--- src/design/lfu_replacement_list_macros.svh ---
// Assertion macros shared by the LFU replacement list RTL.
// No dependencies; pulled in by the top level with an include.
`ifndef LFU_REPLACEMENT_LIST_MACROS_SVH
`define LFU_REPLACEMENT_LIST_MACROS_SVH

// Same-cycle implication, checked out of reset.
`define LFU_ASSERT_IMPL(name, clk, rst, ante, cons) \
   name: assert property (@(posedge clk) disable iff (rst) (ante) |-> (cons)) \
      else $error("lfu assertion failed");

// Next-cycle implication, checked out of reset.
`define LFU_ASSERT_NEXT(name, clk, rst, ante, cons) \
   name: assert property (@(posedge clk) disable iff (rst) (ante) |=> (cons)) \
      else $error("lfu assertion failed");

`endif

--- src/design/lfu_pkg.sv ---
// Shared types and constants of the LFU replacement list.
// No dependencies; used by the interfaces, controller, datapath and top level.
`timescale 1ns / 1ps
`default_nettype none
package lfu_pkg;

   localparam int CAPACITY  = 16;
   localparam int ID_WIDTH  = 8;   // at most SKIN_ID_W
   localparam int USE_WIDTH = 16;
   localparam int SKIN_ID_W = 8;
   localparam int REQ_W     = 2;

   localparam int IDX_W = $clog2(CAPACITY);
   localparam int CNT_W = $clog2(CAPACITY + 1);

   typedef logic [ID_WIDTH-1:0]  id_type;
   typedef logic [USE_WIDTH-1:0] use_type;
   typedef logic [IDX_W-1:0]     idx_type;
   typedef logic [CNT_W-1:0]     cnt_type;

   localparam use_type USE_MAX = {USE_WIDTH{1'b1}};

   typedef enum logic [REQ_W-1:0] {
      REQ_CLEAR = 2'd0,
      REQ_ADD   = 2'd1,
      REQ_USE   = 2'd2
   } req_code_type;

   typedef enum logic [1:0] {
      ST_IDLE,
      ST_EXEC,
      ST_REPORT
   } state_type;

   typedef struct packed {
      logic load_req;   // capture the request on this transfer
      logic exec;       // search and update the list
      logic load_rsp;   // load the result register
   } cmd_type;

   typedef struct packed {
      cnt_type count;   // entries held
   } status_type;

endpackage
`default_nettype wire

--- src/design/lfu_req_if.sv ---
// Request channel of the LFU replacement list: valid/ready plus payload.
// Depends on lfu_pkg for field widths.
`timescale 1ns / 1ps
`default_nettype none
interface lfu_req_if;
   logic                                valid;
   logic                                ready;
   logic [lfu_pkg::REQ_W-1:0]           req_type;
   logic [lfu_pkg::SKIN_ID_W-1:0]       skin_id;

   modport source (output valid, req_type, skin_id, input ready);
   modport sink   (input valid, req_type, skin_id, output ready);
endinterface
`default_nettype wire

--- src/design/lfu_rsp_if.sv ---
// Response channel of the LFU replacement list: valid/ready plus payload.
// Depends on lfu_pkg for field widths.
`timescale 1ns / 1ps
`default_nettype none
interface lfu_rsp_if;
   logic                          valid;
   logic                          ready;
   logic                          hit;
   logic                          dropped;
   logic                          victim_valid;
   logic [lfu_pkg::SKIN_ID_W-1:0] victim_id;

   modport source (output valid, hit, dropped, victim_valid, victim_id, input ready);
   modport sink   (input valid, hit, dropped, victim_valid, victim_id, output ready);
endinterface
`default_nettype wire

--- src/design/lfu_replacement_list.sv ---
// LFU replacement list: top level joining the controller and the datapath.
// Depends on lfu_pkg, lfu_req_if, lfu_rsp_if, lfu_ctrl, lfu_datapath and the macro header.
//
// Usage:
//   req_ch carries one request per transfer: req_type (clear, add, use) and
//   skin_id. rsp_ch returns exactly one result per request, in order: hit,
//   dropped, victim_valid and victim_id, the id to evict next.
//   A request transfer is followed by an execute step that searches all slots
//   in parallel and applies a single one-place shift, then a report step that
//   loads the result register once rsp_ch is free; rsp_ch.valid rises as the
//   result register is loaded. The next request may transfer on the edge that
//   loads the result, so the block cannot take a new request while the slot
//   search and shift of the last one are still under way.
//   The result register lets a new request enter while an older result waits;
//   if rsp_ch.ready stays low, the block finishes that request, then holds it
//   and keeps req_ch.ready low until the waiting result is taken.
//   Reset (synchronous, active high) empties the list and forgets the last
//   used id; slot contents are never read before they are written.
`timescale 1ns / 1ps
`default_nettype none
`include "lfu_replacement_list_macros.svh"
module lfu_replacement_list (
   input  wire logic  clock,
   input  wire logic  reset,
   lfu_req_if.sink    req_ch,
   lfu_rsp_if.source  rsp_ch
);

   lfu_pkg::cmd_type    cmd;
   lfu_pkg::status_type status;

   // sequence the request through execute and report
   lfu_ctrl u_ctrl (
      .clock     (clock),
      .reset     (reset),
      .req_valid (req_ch.valid),
      .req_ready (req_ch.ready),
      .rsp_valid (rsp_ch.valid),
      .rsp_ready (rsp_ch.ready),
      .cmd       (cmd)
   );

   // hold the slots and build each result
   lfu_datapath u_datapath (
      .clock            (clock),
      .reset            (reset),
      .cmd              (cmd),
      .status           (status),
      .req_type         (req_ch.req_type),
      .skin_id          (req_ch.skin_id),
      .rsp_hit          (rsp_ch.hit),
      .rsp_dropped      (rsp_ch.dropped),
      .rsp_victim_valid (rsp_ch.victim_valid),
      .rsp_victim_id    (rsp_ch.victim_id)
   );

   // the list never holds more than its capacity
   `LFU_ASSERT_IMPL(a_count_bound, clock, reset, 1'b1,
                    status.count <= lfu_pkg::CNT_W'(lfu_pkg::CAPACITY))
   // a request transfer always starts an execute step
   `LFU_ASSERT_NEXT(a_accept_exec, clock, reset, req_ch.valid && req_ch.ready, cmd.exec)
   // no request transfer while the list is being updated
   `LFU_ASSERT_IMPL(a_exec_blocks, clock, reset, cmd.exec, !req_ch.ready)
   // a loaded result is presented on the next cycle
   `LFU_ASSERT_NEXT(a_load_shows, clock, reset, cmd.load_rsp, rsp_ch.valid)

endmodule
`default_nettype wire

--- src/design/lfu_ctrl.sv ---
// Controller of the LFU replacement list: sequences accept, execute, report.
// Depends on lfu_pkg for the state and command types.
`timescale 1ns / 1ps
`default_nettype none
module lfu_ctrl (
   input  wire logic             clock,
   input  wire logic             reset,
   input  wire logic             req_valid,
   output logic                  req_ready,
   output logic                  rsp_valid,
   input  wire logic             rsp_ready,
   output lfu_pkg::cmd_type      cmd
);

   lfu_pkg::state_type state_ff, state_in;
   logic               rsp_valid_ff, rsp_valid_in;
   logic               out_free;

   assign out_free  = !rsp_valid_ff || rsp_ready;
   assign rsp_valid = rsp_valid_ff;

   always_ff @(posedge clock) begin
      if (reset) begin
         state_ff     <= lfu_pkg::ST_IDLE;
         rsp_valid_ff <= 1'b0;
      end else begin
         state_ff     <= state_in;
         rsp_valid_ff <= rsp_valid_in;
      end
   end

   always_comb begin
      state_in  = state_ff;
      req_ready = 1'b0;
      cmd       = '0;
      unique case (state_ff)
         lfu_pkg::ST_IDLE: begin
            req_ready = 1'b1;
            if (req_valid) begin
               cmd.load_req = 1'b1;
               state_in     = lfu_pkg::ST_EXEC;
            end
         end
         lfu_pkg::ST_EXEC: begin
            cmd.exec = 1'b1;
            state_in = lfu_pkg::ST_REPORT;
         end
         lfu_pkg::ST_REPORT: begin
            // hand the result over, taking the next request on the same edge
            if (out_free) begin
               cmd.load_rsp = 1'b1;
               req_ready    = 1'b1;
               if (req_valid) begin
                  cmd.load_req = 1'b1;
                  state_in     = lfu_pkg::ST_EXEC;
               end else begin
                  state_in = lfu_pkg::ST_IDLE;
               end
            end
         end
         default: state_in = lfu_pkg::ST_IDLE;
      endcase
      rsp_valid_in = cmd.load_rsp ? 1'b1 : (rsp_ready ? 1'b0 : rsp_valid_ff);
   end

endmodule
`default_nettype wire

--- src/design/lfu_datapath.sv ---
// Datapath of the LFU replacement list: slot registers, parallel search,
// one-step shift update and the result register. Depends on lfu_pkg.
`timescale 1ns / 1ps
`default_nettype none
module lfu_datapath (
   input  wire logic                          clock,
   input  wire logic                          reset,
   input  wire lfu_pkg::cmd_type              cmd,
   output lfu_pkg::status_type                status,
   input  wire logic [lfu_pkg::REQ_W-1:0]     req_type,
   input  wire logic [lfu_pkg::SKIN_ID_W-1:0] skin_id,
   output logic                               rsp_hit,
   output logic                               rsp_dropped,
   output logic                               rsp_victim_valid,
   output logic [lfu_pkg::SKIN_ID_W-1:0]      rsp_victim_id
);

   localparam int CAP = lfu_pkg::CAPACITY;

   lfu_pkg::id_type  slot_id_ff   [CAP];
   lfu_pkg::id_type  slot_id_in   [CAP];
   lfu_pkg::use_type slot_uses_ff [CAP];
   lfu_pkg::use_type slot_uses_in [CAP];
   lfu_pkg::id_type  prv_id   [CAP];
   lfu_pkg::id_type  nxt_id   [CAP];
   lfu_pkg::use_type prv_uses [CAP];
   lfu_pkg::use_type nxt_uses [CAP];

   lfu_pkg::cnt_type total_ff, total_in;
   logic             recent_valid_ff, recent_valid_in;
   lfu_pkg::id_type  recent_id_ff, recent_id_in;

   logic [lfu_pkg::REQ_W-1:0] req_type_ff;
   lfu_pkg::id_type           req_id_ff;
   logic                      hit_ff, hit_in;
   logic                      dropped_ff, dropped_in;

   logic                      rsp_hit_ff, rsp_dropped_ff, rsp_victim_valid_ff;
   lfu_pkg::id_type           rsp_victim_id_ff;
   logic                      victim_valid;
   lfu_pkg::id_type           victim_id;

   logic                      found;
   lfu_pkg::idx_type          pos;
   lfu_pkg::idx_type          lim;
   lfu_pkg::use_type          cnt_inc;
   logic [CAP-1:0]            lt;
   logic [CAP:0]              mv;   // entry i moves down one place

   // neighbor taps for the one-place shifts
   for (genvar g = 0; g < CAP; g++) begin : g_tap
      if (g > 0) begin : g_prv
         assign prv_id[g]   = slot_id_ff[g-1];
         assign prv_uses[g] = slot_uses_ff[g-1];
      end else begin : g_prv0
         assign prv_id[g]   = slot_id_ff[g];
         assign prv_uses[g] = slot_uses_ff[g];
      end
      if (g < CAP - 1) begin : g_nxt
         assign nxt_id[g]   = slot_id_ff[g+1];
         assign nxt_uses[g] = slot_uses_ff[g+1];
      end else begin : g_nxt0
         assign nxt_id[g]   = slot_id_ff[g];
         assign nxt_uses[g] = slot_uses_ff[g];
      end
   end

   always_comb begin
      found = 1'b0;
      pos   = '0;
      for (int i = 0; i < CAP; i++) begin
         if (!found && (lfu_pkg::CNT_W'(i) < total_ff) && (slot_id_ff[i] == req_id_ff)) begin
            found = 1'b1;
            pos   = lfu_pkg::IDX_W'(i);
         end
      end
   end

   assign cnt_inc = (slot_uses_ff[pos] == lfu_pkg::USE_MAX) ? slot_uses_ff[pos]
                                                            : slot_uses_ff[pos] + 1'b1;
   assign lim     = found ? pos : total_ff[lfu_pkg::IDX_W-1:0];

   // run of following entries with a smaller count
   always_comb begin
      mv = '0;
      for (int i = 0; i < CAP; i++) begin
         lt[i] = (lfu_pkg::CNT_W'(i) < total_ff) && (slot_uses_ff[i] < cnt_inc);
      end
      for (int i = 1; i < CAP; i++) begin
         mv[i] = lt[i] && ((lfu_pkg::IDX_W'(i - 1) == pos) || mv[i-1]);
      end
   end

   always_comb begin
      slot_id_in      = slot_id_ff;
      slot_uses_in    = slot_uses_ff;
      total_in        = total_ff;
      recent_valid_in = recent_valid_ff;
      recent_id_in    = recent_id_ff;
      hit_in          = 1'b0;
      dropped_in      = 1'b0;
      unique case (req_type_ff)
         lfu_pkg::REQ_CLEAR: begin
            total_in        = '0;
            recent_valid_in = 1'b0;
            recent_id_in    = '0;
         end
         lfu_pkg::REQ_ADD: begin
            hit_in = found;
            if (found || (total_ff < lfu_pkg::CNT_W'(CAP))) begin
               for (int i = 0; i < CAP; i++) begin
                  if (i == 0) begin
                     slot_id_in[i]   = req_id_ff;
                     slot_uses_in[i] = '0;
                  end else if (lfu_pkg::IDX_W'(i) <= lim) begin
                     slot_id_in[i]   = prv_id[i];
                     slot_uses_in[i] = prv_uses[i];
                  end
               end
               if (!found) begin
                  total_in = total_ff + lfu_pkg::cnt_type'(1);
               end
            end else begin
               dropped_in = 1'b1;
            end
         end
         lfu_pkg::REQ_USE: begin
            hit_in = found;
            if (found) begin
               recent_valid_in = 1'b1;
               recent_id_in    = req_id_ff;
               for (int i = 0; i < CAP; i++) begin
                  if ((lfu_pkg::IDX_W'(i) >= pos) && mv[i+1]) begin
                     slot_id_in[i]   = nxt_id[i];
                     slot_uses_in[i] = nxt_uses[i];
                  end else if (((lfu_pkg::IDX_W'(i) == pos) || mv[i]) && !mv[i+1]) begin
                     slot_id_in[i]   = req_id_ff;
                     slot_uses_in[i] = cnt_inc;
                  end
               end
            end
         end
         default: begin
         end
      endcase
   end

   always_comb begin
      victim_valid = (total_ff != '0);
      victim_id    = '0;
      if (victim_valid) begin
         victim_id = slot_id_ff[0];
         if (recent_valid_ff && (slot_id_ff[0] == recent_id_ff) &&
             (total_ff > lfu_pkg::cnt_type'(1))) begin
            victim_id = slot_id_ff[1];
         end
      end
   end

   always_ff @(posedge clock) begin
      if (reset) begin
         total_ff        <= '0;
         recent_valid_ff <= 1'b0;
         recent_id_ff    <= '0;
      end else if (cmd.exec) begin
         total_ff        <= total_in;
         recent_valid_ff <= recent_valid_in;
         recent_id_ff    <= recent_id_in;
      end
   end

   always_ff @(posedge clock) begin
      if (cmd.exec) begin
         slot_id_ff   <= slot_id_in;
         slot_uses_ff <= slot_uses_in;
         hit_ff       <= hit_in;
         dropped_ff   <= dropped_in;
      end
      if (cmd.load_req) begin
         req_type_ff <= req_type;
         req_id_ff   <= lfu_pkg::id_type'(skin_id);
      end
      if (cmd.load_rsp) begin
         rsp_hit_ff          <= hit_ff;
         rsp_dropped_ff      <= dropped_ff;
         rsp_victim_valid_ff <= victim_valid;
         rsp_victim_id_ff    <= victim_id;
      end
   end

   assign status.count     = total_ff;
   assign rsp_hit          = rsp_hit_ff;
   assign rsp_dropped      = rsp_dropped_ff;
   assign rsp_victim_valid = rsp_victim_valid_ff;
   assign rsp_victim_id    = lfu_pkg::SKIN_ID_W'(rsp_victim_id_ff);

endmodule
`default_nettype wire
--- src/flat_wrapper.sv ---
// flat-port wrapper written by rule: the top's interface ports become plain ports
module lfu_replacement_list_flat 
  (clock, reset, req_ch_valid, req_ch_req_type, req_ch_skin_id, req_ch_ready, rsp_ch_valid, rsp_ch_hit, rsp_ch_dropped, rsp_ch_victim_valid, rsp_ch_victim_id, rsp_ch_ready);
  lfu_req_if req_ch_i ();
  lfu_rsp_if rsp_ch_i ();
  input  wire logic clock;
  input  wire logic reset;
  input wire logic [$bits(req_ch_i.valid)-1:0] req_ch_valid;
  input wire logic [$bits(req_ch_i.req_type)-1:0] req_ch_req_type;
  input wire logic [$bits(req_ch_i.skin_id)-1:0] req_ch_skin_id;
  output wire logic [$bits(req_ch_i.ready)-1:0] req_ch_ready;
  output wire logic [$bits(rsp_ch_i.valid)-1:0] rsp_ch_valid;
  output wire logic [$bits(rsp_ch_i.hit)-1:0] rsp_ch_hit;
  output wire logic [$bits(rsp_ch_i.dropped)-1:0] rsp_ch_dropped;
  output wire logic [$bits(rsp_ch_i.victim_valid)-1:0] rsp_ch_victim_valid;
  output wire logic [$bits(rsp_ch_i.victim_id)-1:0] rsp_ch_victim_id;
  input wire logic [$bits(rsp_ch_i.ready)-1:0] rsp_ch_ready;
  assign req_ch_i.valid = req_ch_valid;
  assign req_ch_i.req_type = req_ch_req_type;
  assign req_ch_i.skin_id = req_ch_skin_id;
  assign req_ch_ready = req_ch_i.ready;
  assign rsp_ch_valid = rsp_ch_i.valid;
  assign rsp_ch_hit = rsp_ch_i.hit;
  assign rsp_ch_dropped = rsp_ch_i.dropped;
  assign rsp_ch_victim_valid = rsp_ch_i.victim_valid;
  assign rsp_ch_victim_id = rsp_ch_i.victim_id;
  assign rsp_ch_i.ready = rsp_ch_ready;
  lfu_replacement_list u_core (.clock(clock), .reset(reset), .req_ch(req_ch_i), .rsp_ch(rsp_ch_i));
endmodule
--- config.mk ---
export PLATFORM = sky130hd
export DESIGN_NAME = lfu_replacement_list_flat
export DESIGN_NICKNAME = d
export VERILOG_FILES = /design/src/design/lfu_pkg.sv /design/src/design/lfu_req_if.sv /design/src/design/lfu_rsp_if.sv /design/src/design/lfu_replacement_list.sv /design/src/design/lfu_ctrl.sv /design/src/design/lfu_datapath.sv /design/src/flat_wrapper.sv
export VERILOG_INCLUDE_DIRS = /design/src /design/src/design
export SDC_FILE = /design/constraint.sdc
export NUM_CORES = 2
export LEC_CHECK = 0
export BUFFER_PORTS_ARGS = -buffer_cell sky130_fd_sc_hd__buf_2
export CAP_MARGIN = 20
export CORE_ASPECT_RATIO = 2
export CORE_MARGIN = 4
export CORE_UTILIZATION = 60
export CTS_CLUSTER_DIAMETER = 100
export DETAILED_ROUTE_END_ITERATION = 6
export GPL_TIMING_DRIVEN = 0
export MAX_ROUTING_LAYER = met4
export PLACE_DENSITY = 0.85
export SYNTH_ARGS = -nofsm -noshare
export SYNTH_HDL_FRONTEND = slang
export SYNTH_SLANG_ARGS = --single-unit
export TNS_END_PERCENT = 1
--- constraint.sdc ---
create_clock -name clock -period 14.08 [get_ports clock]
set_clock_uncertainty 0.2 [all_clocks]
set_input_delay 4.224 -clock clock [delete_from_list [all_inputs] [get_ports clock]]
set_output_delay 4.224 -clock clock [all_outputs]
set_load 0.005 [all_outputs]
==> results of run 1 <==
[kinds of logic after synthesis]
group | Yosys count
multiplexers | 275
buffers and inverters | 374
XOR/XNOR | 160
AO/OA/AOI/OAI | 1014
AND/OR/NAND/NOR | 950
flip-flops | 424
adder cells (fa/ha/maj) | 187
[layer usage]
| layer | overflow | global-route usage |
|---|---|---|
| met5 | - | - |
| met4 | 3 | 0.701 |
| met3 | 0 | 0.393 |
| met2 | 4 | 0.893 |
| met1 | 0 | 0.688 |
[synth_stat cells, types with 17 or more instances]
cell type and n:
edfxtp_1 407, nor2_1 391, a21oi_1 346, nand2_1 235
mux2i_1 209, o21ai_0 186, ha_1 172, clkbuf_1 166
inv_1 111, xnor2_1 101, o221ai_1 70, mux2_2 65
xor2_1 59, buf_2 57, nor3_1 50, nand3_1 47
nand4_1 47, o2111ai_1 46, o211ai_1 42, a211oi_1 38
a21o_1 33, a31oi_1 27, o22ai_1 25, nor4_1 23
buf_1 22, and2_1 21, nor2b_1 21, o21a_1 21
a2111oi_0 17, dfxtp_1 17, nand2b_1 17
[per-stage QoR]
step / cells / TNS (ns) / worst slack, ns / hold WS, ns
4_1_cts: 4177 / 0 / 0.0654 / 0.240
3_5_place_dp: 4101 / -679.09 / -2.19 / 0.206
3_3_place_gp: 4075 / -3124.41 / -7.16 / 0.219
2_1_floorplan: 3384 / 0 / 2.22 / 0.200
[what timing repair did]
item,in CTS
setup buffers,8
setup endpoints to repair,648
pin swaps,5
endpoints found under the hold margin,0
gates resized for setup,38
==> impl_metrics.py, run 1 <==
metrics = {
    "logic_synthesis": {
        "synth_mux_area_frac": 0.0891,
        "yosysSeqAreaShare": 0.395,
        "synth_top_family_by_area": "compound AO/OA/AOI/OAI gates",
        "synth-compound-area-share": 0.210,
        "synth_xor_area_frac": 0.0441,
        "synth_area_per_cell_um2": 9.40,
        "synth_top_area_share": 0.384,
        "synth_edf_count": 407,
        "synth.area.top_cells": "edfxtp_1 38%, ha_1 6.8%, mux2i_1 6.6%, a21oi_1 5.4%, nor2_1 4.6%",
        "yosysTopAreaCell": "edfxtp_1",
        "synthAdderAreaFrac": 0.0724,
        "syn_nets": 3570,
        "async_flop_share": 0,
        "ys_ff_latch": 424,
        "netlist_area_um2": 31800,
        "ys.warnings.count": 0,
        "syn_inst": 3384,
        "synth_cell_type_count": 100,
        "synthFlopType": "edfxtp_1",
        "yosys.area_share.simple": 0.140,
    },
    "floorplanning": {
        "initial_core_util": 0.605,
        "io_pins": 27,
        "dieHeight_um": 334,
        "rows": 119,
        "dieWidth_um": 171,
    },
    "global_route": {
        "grt_overflow": 7,
        "grt.total_usage": 0.688,
        "grt_pass1_wl_mm": 275,
        "grt_max_degree": 25,
        "grt_pass1_vias": 35757,
    },
    "place": {
        "io_buffers": 26,
        "dp_hpwl_mm": 131,
        "place_area_um2": 33500,
        "gp_congestion": 1.17,
    },
    "outcome": {
        "run_status": "aborted with a tool error",
        "stop_error": "[ERROR GRT-0116] Global routing finished with congestion. Check the congestion regions in the DRC Viewer.",
        "lastStage": "global routing (5_1_grt)",
    },
    "cts": {
        "clock_path_buffers": 3,
        "postCtsHoldBufs": 0,
        "clock-sinks": 424,
        "cts_buffers": 41,
        "htree_levels": 2,
        "cts_root_buffer": "clkbuf_16",
    },
}
==> inputs of run 2 (changes only) <==
--- a/config.mk
+++ b/config.mk
@@ -8,14 +8,11 @@
 export LEC_CHECK = 0
 export BUFFER_PORTS_ARGS = -buffer_cell sky130_fd_sc_hd__buf_2
 export CAP_MARGIN = 20
-export CORE_ASPECT_RATIO = 2
 export CORE_MARGIN = 4
-export CORE_UTILIZATION = 60
-export CTS_CLUSTER_DIAMETER = 100
+export CORE_UTILIZATION = 40
 export DETAILED_ROUTE_END_ITERATION = 6
 export GPL_TIMING_DRIVEN = 0
-export MAX_ROUTING_LAYER = met4
-export PLACE_DENSITY = 0.85
+export PLACE_DENSITY_LB_ADDON = 0.15
 export SYNTH_ARGS = -nofsm -noshare
 export SYNTH_HDL_FRONTEND = slang
 export SYNTH_SLANG_ARGS = --single-unit
==> impl_metrics.py, run 2 <==
metrics = {
    "drt": {
        "drt_iter0_markers": 4265,
        "drtAntennaViolNets": 0,
        "drc": 0,
        "wl_per_cell_um": 34.7,
        "via_per_inst": 6.66,
        "route.vias.total": 30667,
        "first_pass_iters": 7,
        "wl_mm": 160,
    },
    "worst_setup_path": {
        "critPathKind": "reg -> reg",
        "required_ns": 14.22,
        "slowest_delay_ns": 0.87,
        "cp_max_fo": 16,
        "crit_path_end_kind": "flop",
        "rrSetupSlack_ns": 0.17,
        "crit_top_cell": "buf_2",
        "start_kind": "flop",
        "arrival_ns": 14.04,
        "cpMaxStageDelayCell": "xor2_1",
    },
    "place": {
        "pre_cts_ws_ns": -2.61,
        "gp_congestion": 1.04,
        "placedCellCount": 4487,
        "dp_hpwl_mm": 124,
        "io_buffers": 26,
    },
    "floorplanning": {
        "dieHeight_um": 290,
        "rows": 103,
        "core_area_um2": 78900,
        "dieWidth_um": 290,
        "initial_core_util": 0.403,
        "die-area_um2": 84100,
        "io_pins": 27,
    },
    "timing": {
        "final_max_slew_viol_count": 0,
        "worst_pin_slew_ns": 1.27,
        "max_freq_mhz": 71.9,
        "hold_viol": 0,
        "finalSetupViolCount": 0,
        "rsz0062_at_grt": "no",
        "setup_ws_ns": 0.174,
        "slew_headroom": 0.151,
        "min_period_over_period": 0.988,
        "post-route-min-period_ns": 13.91,
    },
    "layout": {
        "syn_to_final_growth_pct": 13.6,
        "layout.nets": 3695,
        "final_common_cell": "edfxtp_1",
        "largest_register_ffs": 240,
        "stdcell_count": 4605,
        "most-common-layout-cells": "407 x edfxtp_1, 390 x nor2_1, 344 x a21oi_1, 234 x nand2_1, 208 x mux2i_1",
        "drive_above_1_share": 0.112,
    },
    "outcome": {
        "run_status": "complete, no violations",
    },
    "cts": {
        "clock-sinks": 424,
        "htree_levels": 2,
        "insertion_delay_ns": 0.67,
        "clk_pin_slew_ns": 0.06,
        "cts_buffers": 54,
        "clock_path_buffers": 3,
        "postCtsHoldBufs": 0,
        "cts_root_buffer": "clkbuf_16",
        "cts_tree": "built",
    },
    "logic_synthesis": {
        "synth_cell_type_count": 100,
        "netlist_area_um2": 31800,
        "yosysSeqAreaShare": 0.395,
        "async_flop_share": 0,
        "ys.warnings.count": 0,
        "syn_nets": 3570,
        "synth.area.top_cells": "edfxtp_1 38%, ha_1 6.8%, mux2i_1 6.6%, a21oi_1 5.4%, nor2_1 4.6%",
        "yosysTopAreaCell": "edfxtp_1",
        "synth_most_common_cell": "edfxtp_1",
        "synth_top_area_share": 0.384,
        "synthTopCellsByCount": "407 x edfxtp_1, 391 x nor2_1, 346 x a21oi_1, 235 x nand2_1, 209 x mux2i_1",
        "synth_area_per_cell_um2": 9.40,
        "synth_edf_count": 407,
        "synthFlopType": "edfxtp_1",
        "syn_inst": 3384,
        "ys_ff_latch": 424,
    },
    "power": {
        "power_leakage_uw": 0.0135,
        "ir_drop_uv": 100,
        "power_density_nw_per_um2": 90.9,
    },
    "global_route": {
        "grt_pass1_wl_mm": 220,
        "grt.total_usage": 0.362,
        "grt_overflow": 0,
        "grt_max_degree": 25,
        "antenna_found_initial": 2,
        "grt_pass1_vias": 28598,
    },
    "flow_run": {
        "drv_cap": 0,
    },
    "min_path": {
        "worstHoldPathType": "reg -> reg",
    },
}
## run 2: cell counts after synthesis
No cell type changed its count.
## run 2: kinds of logic after synthesis
| family | count (synthesis) | share of synthesized area |
|---|---|---|
| adders and majority gates | 187 | 0.0724 |
| DFF | 424 | 0.395 |
| buffers and inverters | 374 | 0.0492 |
| and+or+nand+nor | 950 | 0.140 |
| xor gates and xnor gates | 160 | 0.0441 |
| AOI/OAI and AO/OA | 1014 | 0.210 |
| muxes | 275 | 0.0891 |
## run 2: area by class of cell
type                    instances  area [um2]
repair buffers                 72         751
clock inverters                38         452
diodes                          1        2.50
fillers                      7858       42700
plain buffers                 259        1160
inverters                     112         427
multi-input cells            2586       18100
well taps                    1050        1310
clock buffers                  63        1410
flip-flops and latches        424       12600
## run 2: metal layers
layer | wire length (um) | global-route usage
met3 | 15800 | 0.0576
met5 | 0 | 0
met4 | 11400 | 0.201
met2 | 69500 | 0.559
met1 | 63300 | 0.485
## run 2: through the flow
step,TNS (ns),instance area [um2],hold slack (ns),power [uW],util
floorplan,0,31800,0.200,1650,-
global placement,-2982.51,33300,0.235,1770,0.422
detailed placement,-1039.12,34000,0.229,1790,0.430
CTS,0,36000,0.260,3280,0.457
global route,0,36100,0.266,3360,0.458
finish,0,36100,0.255,3290,0.458
## run 2: what timing repair did
| action | in CTS | in global routing |
|---|---|---|
| setup endpoints to repair | 704 | 373 |
| pin swaps | 7 | 3 |
| buffers inserted | 12 | 6 |
| endpoints found under the hold margin | 0 | 0 |
| resized for setup | 21 | 21 |
| gates cloned | 0 | 0 |
## run 2: worst max-delay path: cells and delay by family, from the launching register on
family,cells,cell delay (ns)
compound gates,14,3.99
xor+xnor,1,0.87
fa+ha+maj,2,0.53
buf+inv,16,3.58
flops,1,0.32
mux,1,0.42
simple gates,11,3.57
## run 2: report_power, final
| part | internal, uW | switching [uW] | leakage [uW] |
|---|---|---|---|
| Sequential | 1410 | 29.5 | 0.00382 |
| Clock | 879 | 632 | 0.000902 |
| Combinational | 108 | 228 | 0.00876 |
## run 2: worst paths after layout
| kind | start | end | cells past startpoint |
|---|---|---|---|
| min | u_core.u_datapath.hit_ff | u_core.u_datapath.rsp_hit | 0 |
| min reg2reg | u_core.u_datapath.hit_ff | u_core.u_datapath.rsp_hit | 0 |
| max reg2reg | u_core.u_datapath.status[4] | u_core.u_datapath.nxt_uses[65] | 45 |
| max | u_core.u_datapath.status[4] | u_core.u_datapath.nxt_uses[65] | 45 |
Note: power is estimated with default switching activity, not from simulation.
